### src/sv/ttps_pkg.sv
// Shared types and codes for the transposition table probe/store block.
// Used by ttps_front, ttps_queue, ttps_back and the top level.
package ttps_pkg;

    // Input operation codes
    localparam logic [1:0] FUNC_PROBE = 2'd0;
    localparam logic [1:0] FUNC_STORE = 2'd1;
    localparam logic [1:0] FUNC_CLEAR = 2'd2;

    // Stored bound kinds
    localparam logic [1:0] BOUND_EXACT = 2'd0;
    localparam logic [1:0] BOUND_UPPER = 2'd1;
    localparam logic [1:0] BOUND_LOWER = 2'd2;

    localparam logic [14:0] MATE_THRESHOLD_RESET = 15'd29000;

    typedef enum logic [1:0] {
        OP_PROBE,
        OP_STORE,
        OP_CLEAR,
        OP_NOP
    } op_t;

    // Classified request as it travels from front to back
    typedef struct packed {
        op_t                op;
        logic [63:0]        key;
        logic [7:0]         depth;
        logic signed [15:0] alpha;
        logic signed [15:0] beta;
        logic [7:0]         ply;
        logic [1:0]         bound;
        logic signed [15:0] score;   // already mate-adjusted for a store
        logic [31:0]        move;
    } req_t;

    typedef struct packed {
        logic [63:0]        key;
        logic [7:0]         depth;
        logic [1:0]         bound;
        logic signed [15:0] score;
        logic [31:0]        move;
    } entry_t;

    typedef enum logic [1:0] {
        BK_INIT,
        BK_IDLE,
        BK_EXEC,
        BK_CLEAR
    } bk_state_t;

    typedef struct packed {
        logic init_busy;
    } bk_status_t;

endpackage

### src/sv/ttps_front.sv
// Front end: request handshake, mate threshold register, classification
// and store score adjustment. Depends on ttps_pkg.
module ttps_front
    import ttps_pkg::*;
(
    input  logic               clk,
    input  logic               rst_n,
    input  logic               in_valid,
    output logic               in_ready,
    input  logic [1:0]         func,
    input  logic [63:0]        pos_key,
    input  logic [7:0]         depth,
    input  logic signed [15:0] alpha,
    input  logic signed [15:0] beta,
    input  logic [7:0]         ply,
    input  logic [1:0]         bound_kind,
    input  logic signed [15:0] score,
    input  logic [31:0]        move_in,
    input  logic               cfg_wr_en,
    input  logic [14:0]        cfg_wr_data,
    input  bk_status_t         status,
    input  logic               q_full,
    output logic               q_push,
    output req_t               q_data,
    output logic [14:0]        mate_thr
);

    logic [14:0]        thr_reg;
    logic [14:0]        thr_next;
    logic signed [17:0] sc_ext;
    logic signed [17:0] thr_ext;
    logic signed [17:0] ply_ext;
    logic signed [17:0] adj;
    logic signed [15:0] adj_sat;
    op_t                op;

    always_comb
    begin
        thr_next = thr_reg;
        if (cfg_wr_en)
        begin
            thr_next = cfg_wr_data;
        end
    end

    always_ff @(posedge clk or negedge rst_n)
    begin
        if (!rst_n)
        begin
            thr_reg <= MATE_THRESHOLD_RESET;
        end
        else
        begin
            thr_reg <= thr_next;
        end
    end

    assign mate_thr = thr_reg;

    always_comb
    begin
        case (func)
            FUNC_PROBE: op = OP_PROBE;
            FUNC_STORE: op = OP_STORE;
            FUNC_CLEAR: op = OP_CLEAR;
            default:    op = OP_NOP;
        endcase
    end

    // Shift mate scores away from the root, then saturate to 16 bits
    always_comb
    begin
        sc_ext  = {{2{score[15]}}, score};
        thr_ext = $signed({3'b000, thr_reg});
        ply_ext = $signed({10'd0, ply});
        if (sc_ext > thr_ext)
        begin
            adj = sc_ext + ply_ext;
        end
        else if (sc_ext < -thr_ext)
        begin
            adj = sc_ext - ply_ext;
        end
        else
        begin
            adj = sc_ext;
        end
        if (adj > 18'sd32767)
        begin
            adj_sat = 16'sh7FFF;
        end
        else if (adj < -18'sd32768)
        begin
            adj_sat = 16'sh8000;
        end
        else
        begin
            adj_sat = adj[15:0];
        end
    end

    // Hold requests off while the back end sweeps memory after reset or while the queue is full
    assign in_ready = !status.init_busy && !q_full;
    assign q_push   = in_valid && in_ready;

    always_comb
    begin
        q_data.op    = op;
        q_data.key   = pos_key;
        q_data.depth = depth;
        q_data.alpha = alpha;
        q_data.beta  = beta;
        q_data.ply   = ply;
        q_data.bound = bound_kind;
        q_data.score = adj_sat;
        q_data.move  = move_in;
    end

endmodule

### config.mk
export PLATFORM = sky130hd
export DESIGN_NAME = ttps_front
export DESIGN_NICKNAME = d
export VERILOG_FILES = /design/src/sv/ttps_pkg.sv /design/src/sv/ttps_front.sv
export SDC_FILE = /design/constraint.sdc
export NUM_CORES = 1
export LEC_CHECK = 0
export BUFFER_PORTS_ARGS = -buffer_cell sky130_fd_sc_hd__buf_2
export CAP_MARGIN = 0
export CORE_AREA = 5 5 140 142
export CTS_CLUSTER_SIZE = 10
export DETAILED_ROUTE_END_ITERATION = 16
export DIE_AREA = 0 0 145 147
export PLACE_DENSITY = 0.53
export SYNTH_ARGS = -nofsm -noshare
export SYNTH_HDL_FRONTEND = slang
export SYNTH_SLANG_ARGS = --single-unit
### constraint.sdc
create_clock -name clk -period 5.6 [get_ports clk]
set_clock_uncertainty 0.2 [all_clocks]
set_input_delay 0.56 -clock clk [delete_from_list [all_inputs] [get_ports clk]]
set_output_delay 0.56 -clock clk [all_outputs]
set_load 0.05 [all_outputs]
After elaboration in Yosys (flattened, before gate mapping)
Index checks and enable logic that the tools add are counted.

Add/sub/neg operators: 3. Order comparisons: 4. Eq/ne operators: 2. Muxes and demuxes: 5. Reduce and logical (&&, ||, !) cells: 5.

Operator list (number): 18-bit 2-to-1 mux (2); 16-bit 2-to-1 mux (2); 18-bit by 16-bit greater-than comparator with 1-bit output (second input constant) (1); 16-bit by 18-bit less-than comparator with 1-bit output (1); 18-bit by 16-bit less-than comparator with 1-bit output (second input constant) (1); 15-bit negation with 18-bit output (1); 16-bit by 9-bit adder with 17-bit output (1); 16-bit by 9-bit subtractor with 17-bit output (1); 16-bit greater-than comparator (1); 2-bit one-hot mux with 3 select lines (1); 2-bit by 1-bit equality test with 1-bit output (second input constant) (1); 2-bit equality test (second input constant) (1); 1-bit logical AND (2); 1-bit zero test (2); 2-bit zero test (1).

Flip-flop bits (word level): 15. Input port bits: 185. Output and inout port bits: 181. Word-level logic and storage cells: 20.

Depth between registers and ports, before layout
Depth in word-level cells: 7. Gate-level depth with buffers: 19. Depth with buffers taken out: 17.

Worst setup path before layout
Ideal clock, no wire load.

Path kind: register -> output. From: register thr_reg[1] (netlist: mate_thr[1]). To: output port q_data[40] (netlist name). Arrival time: 5.257 ns. Required time: 4.840 ns. Path slack: -0.417 ns. Stages on the path, launching flop included: 18. Path buffers: 0. Cell sequence: dfrtp_1 > inv_1 > ha_1 > nand4_1 > or3_1 > or3_1 > or4_1 > nor2_1 > xnor2_1 > ha_1 > nand4_2 > nor4_1 > o211ai_1 > a31oi_2 > a211oi_2 > a31oi_1 > nor2_1 > o21ai_0.

RTL lines: start: declaration (RTL line ttps_front.sv:28) `logic [14:0] thr_reg;`; start signal: assignment (RTL line ttps_front.sv:54) `thr_reg <= thr_next;`; end: declaration (RTL line ttps_front.sv:24) `output req_t q_data,`.

==> metrics <==
status completed; critical path's slowest cell dfrtp_2; IO buf count 85; hold_ws 0.0138 ns; most used flip-flop cell after synthesis dfrtp_1; Synth async-reset ratio 100%; Diodes inserted 0; All-Layer GR Usage 10.2%; Max Cap Viol 0; post-synthesis compound-gate area fraction 19.6%; Yosys reg bits 15; H-tree depth 1; largest net degree at the start of global routing 31; root buf cell clkbuf_16; worst path required time 4.84 ns; wire per inst 16.7 µm; clock transition at the registers of the reported paths 0.05 ns; Core Util, Final 22.3%; total power 0.727 mW; DRT Pass-1 Iters 4; mux cell area share after synthesis 0.247%; Crit Path Class flip-flop to output pin; number of flip-flops in the largest register 15; number of global-route vias before repair 3,129; EDFF count, synth 0; Distinct cells, synth 72; crit path launch mate_thr[2]; largest family of logic cells by synthesized area buffers and inverters; DR vias/cell 4.60; adder-cell share of the synthesized area 18.5%; vias after detailed routing 3,229; Syn Area/Cell 7.86 µm²; DIE HEIGHT 147 µm; final hold violations 0; total CTS buffers 3; final setup vio count 0; Iter 0 DRT Violations 124; Hold WC Path Type primary input to async pin; Starting Density 22.1%; Synth Area in XOR/XNOR 3.67%; number of primary I/O pins 366; dpl ws 0.0602 ns; floorplan row count 50; FF-to-FF Start mate_thr[13]; Die Wd 145 µm; gpl congestion 0.822; Max Root-Sink Buffers 2; Skew-Pair Late Insertion Delay 0.24 ns; crit-path cells nor2_4, nand3_2, nor2_4, nand3_2, or3_4, or3_4, or3_4, xnor2_2, ha_1, nand4_1, nor4_2, o211ai_1, a31oi_4, buf_6, o22ai_1, nor3b_1, a221o_1, maj3_2, buf_6; CTS tree done; CTS sink cnt 15; maximum VDD drop 0.190 mV; share of cells above drive strength 1 35.0%; Setup crit end q_data[35]; fmax 182 MHz; DRC violation count after routing 0; Routed WL 11,800 µm; Post-Syn Area 4060 µm²; actual slew at the worst max-slew pin 0.537 ns; syn nets 752; Layout area overhead 0.895%; Slew headroom 63.9%; antenna viol nets, final 0; Final Cycle Share 98.1%; Slew Limit Fails 0; nature of the critical path startpoint flip-flop; simple-gate share of the synthesized area 16.3%; RSZ-0062 raised after global routing yes; CP max stage delay 0.42 ns; R2R depth 2; R2R setup slack 4.44 ns; initial antenna violation count 0; first-pass GRT wire length 17,700 µm; P per Cell Area 178 nW/µm²; final worst slack 0.107 ns; final net count 705; die area 21,300 µm²; cell mode on critical path or3_4; Post-DP HPWL 9900 µm; total grt overflow 0; Worst EP arrival 4.73 ns; post-synthesis sequential area ratio 9.44%; crit end category output pin; Core Region 18,300 µm²; clock period minus worst slack 5.49 ns; worst-path fanout max 6; YS warnings 0; Worst R2R End mate_thr[13]; standby leakage power 1.89 nW; Mapped Cells 516
[stage by stage]
stage / setup TNS [ns] / instance area, µm² / std cells
finish: 0 / 4090 / 702
global route: -0.355 / 4090 / 702
CTS: 0 / 3870 / 692
detailed placement: 0 / 3710 / 687
global placement: 0 / 3710 / 687
floorplan: -0.245 / 4080 / 516
[cell usage in the layout (no fill, tap or decap), drive strengths merged, types with 7 or more instances in the layout]
| cell | instances |
|---|---|
| nor2 | 19 |
| ha | 49 |
| nor3 | 18 |
| dfrtp | 9 |
| inv | 35 |
| buf | 103 |
| nor2b | 7 |
| o21ai | 28 |
| maj3 | 9 |
| nand2 | 37 |
| or3 | 7 |
| a21oi | 16 |
| xnor2 | 13 |
| clkbuf | 7 |
[cell families after synthesis]
kind of cell	Yosys count
buffers and inverters	193
AND/OR/NAND/NOR	123
AO/OA/AOI/OAI	107
adder cells (fa/ha/maj)	60
XOR/XNOR	17
flip-flops	15
multiplexers	1
[cell type report]
class,instances,area [µm²]
well taps,234,293
multi-input cells,308,2530
fillers,2011,14200
inverters,35,131
clock buffers,4,78.8
repair buffers,106,668
flip-flops and latches,15,387
[where the power goes]
| part | switching [mW] | total [mW] | internal, mW |
|---|---|---|---|
| sequential | 0.0144 | 0.137 | 0.122 |
| combinational | 0.290 | 0.454 | 0.164 |
| clock | 0.0402 | 0.136 | 0.0961 |
[Yosys cell counts, drive strengths merged (5+ instances only)]
master  count  share of area, %
buf       153                28
ha         49                15
nand2      37               3.4
inv        35               3.2
o21ai      28               3.5
nor2       19               1.8
nor3       18               2.9
a21oi      16               2.0
xnor2      13               2.8
dfrtp       9               5.6
maj3        9               2.4
nor2b       7               1.1
or3         7               1.1
a21o        6               1.1
a31oi       6               1.1
dfstp       6               3.9
nand3       6              0.74
nand4       6               1.1
o211a       6               1.7
a221o       5               1.2
clkbuf      5              0.46
o211ai      5               1.0
o21bai      5              0.93
[worst min path at each step]
stage | startpoint | endpoint | slack, ns
after detailed placement | rst_n | mate_thr[10] | 0.28
after floorplan | rst_n | mate_thr[0] | 0.06
after global routing | rst_n | mate_thr[10] | 0.05
after global placement | rst_n | mate_thr[11] | 0.28
final | rst_n | mate_thr[10] | 0.01
after CTS | rst_n | mate_thr[10] | 0.03
[worst max-delay path: cells and delay by family (launching register included)]
family | cells | cell delay [ns]
AOI/OAI and AO/OA | 4 | 0.89
xor gates and xnor gates | 1 | 0.14
adders and majority gates | 2 | 0.64
buffers and inverters | 2 | 0.31
DFF | 1 | 0.42
and+or+nand+nor | 10 | 2.08
[per-layer routing]
metal / wire (µm) / global-route usage [%] / vias up
met1: 5290 / 13.7 / 1435
met5: 0 / 0 / -
met4: 418 / 4.00 / 0
met3: 977 / 2.96 / 62
li1: - / - / 1568
met2: 5070 / 15.4 / 164
[repair_timing]
item | CTS | global route
resized for setup | 19 | 38
hold buffers | 0 | 0
pin swaps | 5 | 18
setup buffers | 1 | 10
setup endpoints to repair | 15 | 16
No activity file was read; power rests on OpenSTA's default activity.
