File: src/sv/ttps_pkg.sv
// Shared types and codes for the transposition table probe/store block.
// Used by ttps_front, ttps_queue, ttps_back and the top level.
package ttps_pkg;

    // Input operation codes
    localparam logic [1:0] FUNC_PROBE = 2'd0;
    localparam logic [1:0] FUNC_STORE = 2'd1;
    localparam logic [1:0] FUNC_CLEAR = 2'd2;

    // Stored bound kinds
    localparam logic [1:0] BOUND_EXACT = 2'd0;
    localparam logic [1:0] BOUND_UPPER = 2'd1;
    localparam logic [1:0] BOUND_LOWER = 2'd2;

    localparam logic [14:0] MATE_THRESHOLD_RESET = 15'd29000;

    typedef enum logic [1:0] {
        OP_PROBE,
        OP_STORE,
        OP_CLEAR,
        OP_NOP
    } op_t;

    // Classified request as it travels from front to back
    typedef struct packed {
        op_t                op;
        logic [63:0]        key;
        logic [7:0]         depth;
        logic signed [15:0] alpha;
        logic signed [15:0] beta;
        logic [7:0]         ply;
        logic [1:0]         bound;
        logic signed [15:0] score;   // already mate-adjusted for a store
        logic [31:0]        move;
    } req_t;

    typedef struct packed {
        logic [63:0]        key;
        logic [7:0]         depth;
        logic [1:0]         bound;
        logic signed [15:0] score;
        logic [31:0]        move;
    } entry_t;

    typedef enum logic [1:0] {
        BK_INIT,
        BK_IDLE,
        BK_EXEC,
        BK_CLEAR
    } bk_state_t;

    typedef struct packed {
        logic init_busy;
    } bk_status_t;

endpackage

File: src/sv/ttps_queue.sv
// Two-entry request queue between front and back end.
// Depends on ttps_pkg for the request type.
module ttps_queue
    import ttps_pkg::*;
(
    input  logic clk,
    input  logic rst_n,
    input  logic push,
    input  req_t push_data,
    output logic full,
    input  logic pop,
    output req_t head,
    output logic empty
);

    localparam int DEPTH = 2;
    localparam int PTR_W = $clog2(DEPTH);

    req_t             slot_reg [DEPTH];
    logic [PTR_W-1:0] wr_ptr_reg;
    logic [PTR_W-1:0] wr_ptr_next;
    logic [PTR_W-1:0] rd_ptr_reg;
    logic [PTR_W-1:0] rd_ptr_next;
    logic [PTR_W:0]   count_reg;
    logic [PTR_W:0]   count_next;

    assign full  = (count_reg == (PTR_W+1)'(DEPTH));
    assign empty = (count_reg == '0);
    assign head  = slot_reg[rd_ptr_reg];

    always_comb
    begin
        wr_ptr_next = push ? wr_ptr_reg + 1'b1 : wr_ptr_reg;
        rd_ptr_next = pop  ? rd_ptr_reg + 1'b1 : rd_ptr_reg;
        count_next  = count_reg;
        if (push && !pop)
        begin
            count_next = count_reg + 1'b1;
        end
        else if (pop && !push)
        begin
            count_next = count_reg - 1'b1;
        end
    end

    always_ff @(posedge clk or negedge rst_n)
    begin
        if (!rst_n)
        begin
            wr_ptr_reg <= '0;
            rd_ptr_reg <= '0;
            count_reg  <= '0;
        end
        else
        begin
            wr_ptr_reg <= wr_ptr_next;
            rd_ptr_reg <= rd_ptr_next;
            count_reg  <= count_next;
        end
    end

    always_ff @(posedge clk)
    begin
        if (push)
        begin
            slot_reg[wr_ptr_reg] <= push_data;
        end
    end

endmodule

File: config.mk
export PLATFORM = sky130hd
export DESIGN_NAME = ttps_queue
export DESIGN_NICKNAME = d
export VERILOG_FILES = /design/src/sv/ttps_pkg.sv /design/src/sv/ttps_queue.sv
export SDC_FILE = /design/constraint.sdc
export NUM_CORES = 1
export LEC_CHECK = 0
export BUFFER_PORTS_ARGS = -buffer_cell sky130_fd_sc_hd__clkbuf_2
export CORE_MARGIN = 5
export CORE_UTILIZATION = 35
export CTS_BUF_LIST = sky130_fd_sc_hd__clkbuf_8
export DETAILED_ROUTE_END_ITERATION = 8
export HOLD_SLACK_MARGIN = 0.05
export PLACE_DENSITY_LB_ADDON = 0.3
export SLEW_MARGIN = 20
export SYNTH_ARGS = -nofsm -noshare
export SYNTH_HDL_FRONTEND = slang
export SYNTH_SLANG_ARGS = --single-unit
File: constraint.sdc
create_clock -name clk -period 10.1 [get_ports clk]
set_input_delay 0.505 -clock clk [delete_from_list [all_inputs] [get_ports clk]]
set_output_delay 0.505 -clock clk [all_outputs]
set_load 0.02 [all_outputs]
Yosys cells after proc, flatten, opt, wreduce, memory -nomap -nowiden
Memory sizes are Yosys's and may differ from the RTL's.
Cells that the tools add are included.
Widths: inputs -> output; s select.
{ "word_totals": {"ff_bits": 4, "latch_bits": 0, "mem_bits_rw": 328, "romBits": 0, "inputBits": 168, "output_inout_bits": 166, "wordCells": 19, "memories": 1} }
{ "memory_table": {"columns": ["name", "depth", "word_bits", "rd", "rd_ports_with_merged_regs", "write_ports", "line", "source"], "rows": [
  ["slot_reg", 2, 164, 1, 0, 1, "ttps_queue.sv:19", "req_t slot_reg [DEPTH];"]
]} }
{ "op_classes": {"n_addsub": 4, "multipliers": 0, "n_div": 0, "magnitude_cmp": 0, "n_eq_ne": 1, "shifts": 0, "muxes": 4, "n_bitwise": 0, "reduce_logical": 6} }
{ "op_table": {"columns": ["cell", "count"], "rows": [
  ["$mux 2", 2],
  ["$add 1x1->1 const B", 2],
  ["$add 2x1->2 const B", 1],
  ["$eq 2x2->1 const B", 1],
  ["$logic_and 1x1->1", 2],
  ["$logic_not 1->1", 2],
  ["$logic_not 2->1", 1],
  ["$mux 1", 2],
  ["$reduce_bool 2->1", 1],
  ["$sub 2x1->2 const B", 1]
]} }

Logic depth before layout (Yosys ltp)
Gate-level depths: netlist (run 1).
{ "depth": {"word_depth": 4, "mapped_depth": 5, "mapped_depth_nobuf": 5} }

Worst setup path after synthesis (run 1)
OpenSTA, ideal clock, no wires.
{ "synth_path": {"path_type": "register to register", "from": "reg wr_ptr_reg", "to": "mem slot_reg[0][0] in the netlist's numbering (enable)", "setup_ns": 0.710, "arrival_time_ns": 7.640, "required_ns": 9.390, "path_slack_ns": 1.751, "stages_incl_launch_ff": 2, "path_buffers": 0, "synth_period_minus_slack_ns": 8.349, "path_cell_list": "dfrtp_1 > nor2b_1"} }
{ "synth_lines": {"columns": ["item", "line", "source"], "rows": [
  ["from (decl)", "ttps_queue.sv:20", "logic [PTR_W-1:0] wr_ptr_reg;"],
  ["from (signal assigned)", "ttps_queue.sv:56", "wr_ptr_reg <= wr_ptr_next;"],
  ["to (decl)", "ttps_queue.sv:19", null]
]} }
Straight into the memory's write port.

==> run_results.csv, run 1 <==
group,metric,value,unit
placed_design,finalWeightedCongestion,0.704,
critical_path,critPathLaunchType,"register",
routing,drt_pass1_iterations,4,
finish,diodes,0,
routing,drt-wirelength-per-cell,17.9,µm
yosys,syn-cell-area,12100,µm²
grt,grt_usage,12.5,%
floorplanning,dieArea,38300,µm²
floorplanning,start_util,35.2,%
timing,slew_viol_final,0,
cts,cts_buffer_depth,3,
grt,grt_pass1_wl,37800,µm
finish,largest_reg_flops,328,
floorplanning,coreArea,34300,µm²
timing,finalHoldViolCount,0,
cts,cts_root_buf,"clkbuf_8",
routing,vias_per_cell,4.41,
cts,clk_latency,570,ps
cts,cts.sink_count,332,
yosys,syn_nets,695,
finish,final_nets,1073,
routing,vias,6181,
timing,rsz0062_at_grt,"no",
yosys,seq_area_frac_synth,82.4,%
finish,drive_above_1_share,59.8,%
cts,numCtsBuffers,54,
floorplanning,rows,68,
cts,cts_tree,"yes",
routing,drc,0,
grt,antenna_found_initial,0,
grt,grt_pass1_vias,6733,
placed_design,pre_cts_ws,6470,ps
grt,grt_max_degree,75,
grt,met3_usage,5.12,%
timing,relSlewSlack,27.7,%
critical_path,worst-setup-path-type,"reg2out",
worst_hold_path,hold_class,"in2reg",
critical_path,crit_fanout,74,
critical_path,cp_data_arrival_time,3680,ps
yosys,syn-instance-count,526,
power,power_density,285,nW/µm²
critical_path,end_kind,"output pin",
job,maxCapViolations,0,
placed_design,io_buffers,333,
floorplanning,die_y,196,µm
finish,syn_to_final_growth,25.6,%
grt,gr-usage-met1,14.4,%
yosys,yosysUniqueCellTypes,12,
yosys,synth.avg_cell_area,23.0,µm²
power,power_leakage,5.81,nW
timing,holdWs,123,ps
yosys,ys_seq_elements,332,
routing,first_iter_violations,197,
timing,setup_violations,0,
floorplanning,ios,334,
placed_design,detailed_place_hpwl,16600,µm
floorplanning,die_x,196,µm
run_status,status,"finished clean",
timing,fin_tns_setup,0,ps
finish,final_common_cell,"clkbuf_2",
timing,tightest_slew,1080,ps
grt,grt-busiest-layer,"met2",
timing,period_share,41.4,%
timing,layout_min_cycle_time,4180,ps
yosys,synth_warnings,0,
critical_path,required,9600,ps
routing,drt_wl_total,25000,µm
grt,met2_usage,21.5,%
grt,overflow,0,
timing,fmax,239,MHz
cts,clk_pin_slew_worst_paths,60,ps
routing,postRouteAntennaNets,0,
power,vdd_drop_max,0.143,mV
timing,skew,8.03,ps
finish,layout_common_cells,"clkbuf_2, edfxtp_1, mux2_2",
cts,h-tree-depth,2,
timing,timing.final.ws_setup,5920,ps
cts,cts.repair.resized,0,
where the power goes:
group | internal [W] | switching [W]
registers | 0.00183 | 0.0000735
clock network | 0.000544 | 0.000492
logic | 0.000518 | 0.000860
kinds of logic (layout without fill, tap and decap cells):
kind of cell  count (synthesis)  in the layout  share of synthesized area, %
flops                       332            332                          82.4
mux                         164            164                          15.3
buf+inv                      19            441                          1.66
xor+xnor                      5              5                         0.363
simple gates                  5              5                         0.218
fa+ha+maj                     1              1                         0.104
per-layer routing:
metal / share of wire, % / wire, µm
met5: 0 / 0
met3: 9.1 / 2280
met2: 51 / 12800
met4: 1.8 / 445
met1: 38 / 9540
stage by stage:
stage                     std cells  instance area [µm²]  total power [W]  util (%)
after floorplan                 526                12100          0.00297         -
after global placement         1302                14200          0.00334      41.3
after detailed placement       1302                14200          0.00335      41.3
after CTS                      1403                15200          0.00441      44.2
after global routing           1403                15200          0.00455      44.2
final                          1403                15200          0.00432      44.2
cell type report:
type                       instances  area, µm²
fill                            3132      19100
inverter                           1       3.75
sequential                       332       9950
multi-input combinational        175       1940
clock buffer                      57        785
timing repair buffer             340       1720
tap                              455        569
clock inverter                    43        194
critical path, stage by stage (launching register included):
cell and delay (ps):
dfrtp_4 650, buf_4 820, buf_4 830, mux2_2 410, clkbuf_2 170
repair_timing:
action,in CTS,in global routing
hold buffers,1,0
endpoints found under the hold margin,4,0
setup buffers,0,0
synthesized netlist by cell type, drive strengths merged:
master	number	area, µm²
and2	1	6.26
buf	18	196
dfrtp	4	100
edfxtp	328	9850
ha	1	12.5
inv	1	3.75
mux2	164	1850
nor2	2	7.51
nor2b	2	12.5
xnor2	1	8.76
xor2	4	35.0
path summary, 6_finish.rpt:
| kind | endpoint | start | slack [ps] | cells past startpoint |
|---|---|---|---|---|
| worst min register to register | count_reg[1]$_DFFE_PN0P_ | count_reg[1]$_DFFE_PN0P_ | 480 | 1 |
| worst max register to register | slot_reg[1][60]$_DFFE_PP_ | wr_ptr_reg$_DFFE_PN0P_ | 7010 | 3 |
| worst min-delay path | slot_reg[1][156]$_DFFE_PP_ | push_data[156] | 120 | 1 |
| worst max-delay path | head[114] | rd_ptr_reg$_DFFE_PN0P_ | 5920 | 4 |
| max in group asynchronous | rd_ptr_reg$_DFFE_PN0P_ | rst_n | 9610 | 2 |
| min in group asynchronous | count_reg[1]$_DFFE_PN0P_ | rst_n | 330 | 2 |
Note: power is estimated with default switching activity, not from simulation.
==> run 2: changes to the inputs <==
==> constraint.sdc (replaced) <==
create_clock -name clk -period 3.45 [get_ports clk]
set_input_delay 0.1725 -clock clk [delete_from_list [all_inputs] [get_ports clk]]
set_output_delay 0.1725 -clock clk [all_outputs]
set_load 0.02 [all_outputs]
==> run_results.csv, run 2 (same netlist as run 1, synthesis figures left out) <==
group,metric,value,unit
run_status,status,"finished clean",
cts,numCtsBuffers,53,
routing,drt_wl_total,27100,µm
finish,n_fill_cell,2903,
critical_path,critPathLaunchType,"register",
cts,clk_pin_slew_worst_paths,60,ps
grt,overflow,0,
job,maxCapViolations,0,
grt,antenna_found_initial,0,
cts,h-tree-depth,2,
finish,final_cells,1570,
placed_design,place_inst,1306,
routing,vias,6874,
timing,relSlewSlack,47.9,%
placed_design,io_buffers,333,
floorplanning,coreArea,34300,µm²
routing,postRouteAntennaNets,0,
routing,first_iter_violations,239,
placed_design,finalWeightedCongestion,0.724,
timing,tightest_slew,781,ps
timing,slew_viol_final,0,
cts,cts_root_buf,"clkbuf_8",
critical_path,required,3280,ps
critical_path,crit_fanout,49,
power,power,0.0129,W
grt,grt_pass1_wl,41500,µm
power,intPower,0.00856,W
routing,drt-wirelength-per-cell,17.2,µm
timing,layout_min_cycle_time,2680,ps
power,p_switching,0.00429,W
critical_path,worst-setup-path-type,"reg2out",
grt,grt_usage,13.7,%
routing,drc,0,
power,p_seq_share,43.9,%
cts,cts.repair.resized,0,
critical_path,rrSetupSlack,1540,ps
floorplanning,die_y,196,µm
timing,holdWs,302,ps
cts,cts_tree,"yes",
cts,clk_latency,600,ps
cts,postCtsSetupRepairBufs,0,
placed_design,detailed_place_hpwl,16800,µm
power,switching_share,33.4,%
floorplanning,dieArea,38300,µm²
timing,skew,9.50,ps
power,power_leakage,6.52,nW
finish,syn_to_final_growth,39.8,%
finish,largest_reg_flops,328,
placed_design,pre_cts_ws,1330,ps
timing,finalHoldViolCount,0,
power,pwr-share-clk,23.0,%
critical_path,end_kind,"output pin",
routing,drt_pass1_iterations,4,
grt,grt_pass1_vias,7617,
timing,rsz0062_at_grt,"no",
critical_path,cp_data_arrival_time,2500,ps
floorplanning,ios,334,
worst_hold_path,hold_class,"in2reg",
finish,layout_common_cells,"clkbuf_2, edfxtp_1, dlygate4sd3_1",
cts,cts.sink_count,332,
finish,diodes,0,
power,power_frac_comb,33.1,%
finish,final_nets,1243,
finish,final_common_cell,"clkbuf_2",
floorplanning,die_x,196,µm
timing,fmax,374,MHz
floorplanning,start_util,35.2,%
routing,vias_per_cell,4.38,
timing,timing.final.ws_setup,774,ps
floorplanning,rows,68,
power,power_density,761,nW/µm²
power,vdd_drop_max,0.471,mV
timing,setup_violations,0,
grt,grt_max_degree,65,
timing,fin_tns_setup,0,ps
cts,cts_buffer_depth,3,
timing,period_share,77.6,%
finish,drive_above_1_share,50.9,%
[run 2: routing by layer]
metal / vias up / share of wire, % / routed length, µm / track usage [%]
met2: 269 / 50 / 13400 / 23.0
met3: 66 / 6.8 / 1840 / 3.85
met4: 0 / 3.5 / 959 / 6.54
li1: 3205 / - / - / -
met5: - / 0 / 0 / 0
met1: 3334 / 40 / 10800 / 16.4
[run 2: final timing paths]
| kind | from | end | cells past startpoint |
|---|---|---|---|
| worst min-delay path | push_data[85] | slot_reg[1][85]$_DFFE_PP_ | 2 |
| worst min register to register | count_reg[1]$_DFFE_PN0P_ | count_reg[1]$_DFFE_PN0P_ | 1 |
| max in group asynchronous | rst_n | rd_ptr_reg$_DFFE_PN0P_ | 3 |
| worst max-delay path | rd_ptr_reg$_DFFE_PN0P_ | head[35] | 3 |
| worst max register to register | wr_ptr_reg$_DFFE_PN0P_ | slot_reg[1][52]$_DFFE_PP_ | 2 |
| min in group asynchronous | rst_n | count_reg[1]$_DFFE_PN0P_ | 3 |
[run 2: power by group through the flow]
stage | clock (W) | combinational, W | sequential (W)
5_1_grt | 0.00328 | 0.00453 | 0.00571
3_3_place_gp | 0 | 0.00417 | 0.00571
4_1_cts | 0.00310 | 0.00435 | 0.00565
3_5_place_dp | 0 | 0.00418 | 0.00573
2_1_floorplan | 0 | 0.00298 | 0.00560
6_report | 0.00296 | 0.00425 | 0.00564
[run 2: layout make-up]
class	count	area, µm²	share of cell area, %
clock buffer	53	729	4.32
clock inverter	43	196	1.16
inverter	1	3.75	0.0222
multi-input combinational	175	1940	11.5
sequential	332	9950	58.9
tap	455	569	3.37
timing repair buffer	511	3500	20.7
[run 2: critical path: stages (launching register included)]
cell and delay [ps]:
dfrtp_4 910, buf_4 430, mux2_2 390, clkbuf_2 160
[run 2: what timing repair did]
action                                  CTS  global route
hold endpoints to repair                336             0
endpoints found under the setup margin    0             0
hold buffers                            168             0
[run 2: metrics by stage]
stage               area [µm²]  utilization (%)
finish                   16900             49.3
global route             16900             49.3
CTS                      16900             49.3
detailed placement       14300             41.7
global placement         14300             41.7
floorplan                12100                -
==> run 3: changes to the inputs <==
==> constraint.sdc (replaced) <==
create_clock -name clk -period 2.7 [get_ports clk]
set_input_delay 0.135 -clock clk [delete_from_list [all_inputs] [get_ports clk]]
set_output_delay 0.135 -clock clk [all_outputs]
set_load 0.02 [all_outputs]
==> run_results.csv, run 3 (same netlist as run 1, synthesis figures left out) <==
group,metric,value,unit
finish,layout_common_cells,"clkbuf_2, edfxtp_1, dlygate4sd3_1",
grt,grt_usage,13.4,%
critical_path,worst-setup-path-type,"reg2out",
floorplanning,die_y,196,µm
critical_path,r2r_start,"wr_ptr_reg$_DFFE_PN0P_",
critical_path,required,2570,ps
critical_path,r2r_cells,2,
timing,slew_viol_final,0,
routing,drt_wl_total,26500,µm
critical_path,critPathLaunchType,"register",
finish,final_common_cell,"clkbuf_2",
critical_path,crit_fanout,47,
routing,first_iter_violations,279,
routing,postRouteAntennaNets,0,
grt,antenna_found_initial,0,
placed_design,finalWeightedCongestion,0.745,
placed_design,io_buffers,333,
timing,rsz0062_at_grt,"no",
cts,h-tree-depth,2,
floorplanning,start_util,35.2,%
timing,period_share,91.8,%
power,power_density,970,nW/µm²
critical_path,reg2reg_to,"slot_reg[1][59]$_DFFE_PP_",
routing,drt-wirelength-per-cell,16.9,µm
cts,clk_pin_slew_worst_paths,60,ps
routing,drc,0,
timing,skew,16.5,ps
finish,syn_to_final_growth,40.0,%
worst_hold_path,hold_class,"in2reg",
timing,setup_violations,0,
timing,fmax,404,MHz
placed_design,detailed_place_hpwl,16700,µm
worst_hold_path,whs_path_depth,2,
grt,grt_pass1_vias,7528,
routing,vias,6849,
job,maxCapViolations,0,
routing,vias_per_cell,4.37,
floorplanning,rows,68,
cts,cts.sink_count,332,
floorplanning,coreArea,34300,µm²
grt,grt_pass1_wl,40900,µm
worst_hold_path,holdPathEnd,"slot_reg[0][42]$_DFFE_PP_",
finish,final_nets,1242,
finish,diodes,0,
finish,largest_reg_flops,328,
cts,clk_latency,590,ps
finish,post-route-util,49.3,%
timing,fin_tns_setup,0,ps
grt,overflow,0,
critical_path,rrSetupSlack,1060,ps
floorplanning,ios,334,
timing,tightest_slew,621,ps
power,vdd_drop_max,0.530,mV
cts,cts_buffer_depth,3,
critical_path,end_kind,"output pin",
cts,numCtsBuffers,53,
timing,finalHoldViolCount,0,
worst_hold_path,hold_start,"push_data[42]",
critical_path,cp_data_arrival_time,2340,ps
timing,relSlewSlack,58.6,%
power,power_leakage,6.54,nW
cts,cts_tree,"yes",
timing,layout_min_cycle_time,2480,ps
cts,cts_root_buf,"clkbuf_8",
grt,grt_max_degree,67,
routing,drt_pass1_iterations,4,
run_status,status,"finished clean",
finish,drive_above_1_share,51.0,%
floorplanning,dieArea,38300,µm²
floorplanning,die_x,196,µm
## run 3: final cells by class
cell class	instances	area, µm²
Clock buffer	53	729
Clock inverter	41	185
Fill cell	2913	17400
Inverter	1	3.75
Multi-Input combinational cell	175	1940
Sequential cell	332	9950
Tap cell	455	569
Timing Repair Buffer	510	3530
## run 3: where the power goes
| group | total (W) | switching, W | internal, W |
|---|---|---|---|
| clock | 0.00374 | 0.00183 | 0.00191 |
| combinational | 0.00549 | 0.00326 | 0.00223 |
| sequential | 0.00717 | 0.000335 | 0.00683 |
## run 3: through the flow
step	cell area, µm²	total power [W]	hold WS (ps)	worst slack (ps)	cells
after detailed placement	14300	0.0127	-46.1	802	1305
after floorplan	12100	0.0110	-161	-581	526
after CTS	16900	0.0167	188	127	1567
final	16900	0.0164	274	222	1567
after global routing	16900	0.0173	217	79.8	1567
after global placement	14300	0.0126	-47.9	792	1305
## run 3: metal layers
layer	global-route usage (%)	up-vias	wire length (µm)
met5	0	-	0
met4	5.48	0	801
met3	4.57	58	2100
met2	22.7	245	13300
met1	15.8	3338	10300
li1	-	3208	-
## run 3: how the worst max path moves through the flow
stage                                     endpoint  cells after the start                    from
after floorplan           slot_reg[0][0]$_DFFE_PP_                      1  wr_ptr_reg$_DFFE_PN0P_
after global placement                   head[107]                      3  rd_ptr_reg$_DFFE_PN0P_
after detailed placement                 head[141]                      3  rd_ptr_reg$_DFFE_PN0P_
after CTS                                head[107]                      3  rd_ptr_reg$_DFFE_PN0P_
after global routing                     head[141]                      3  rd_ptr_reg$_DFFE_PN0P_
final                                    head[104]                      3  rd_ptr_reg$_DFFE_PN0P_
## run 3: critical path, cell delays in order, from the launching register on
cell      delay (ps)
dfrtp_4          830
buf_12           340
mux2_2           390
clkbuf_2         160
## run 3: repair_timing
item,in CTS,in global routing
setup buffers,0,0
resized for setup,0,0
hold buffers,168,0
hold endpoints to repair,336,0
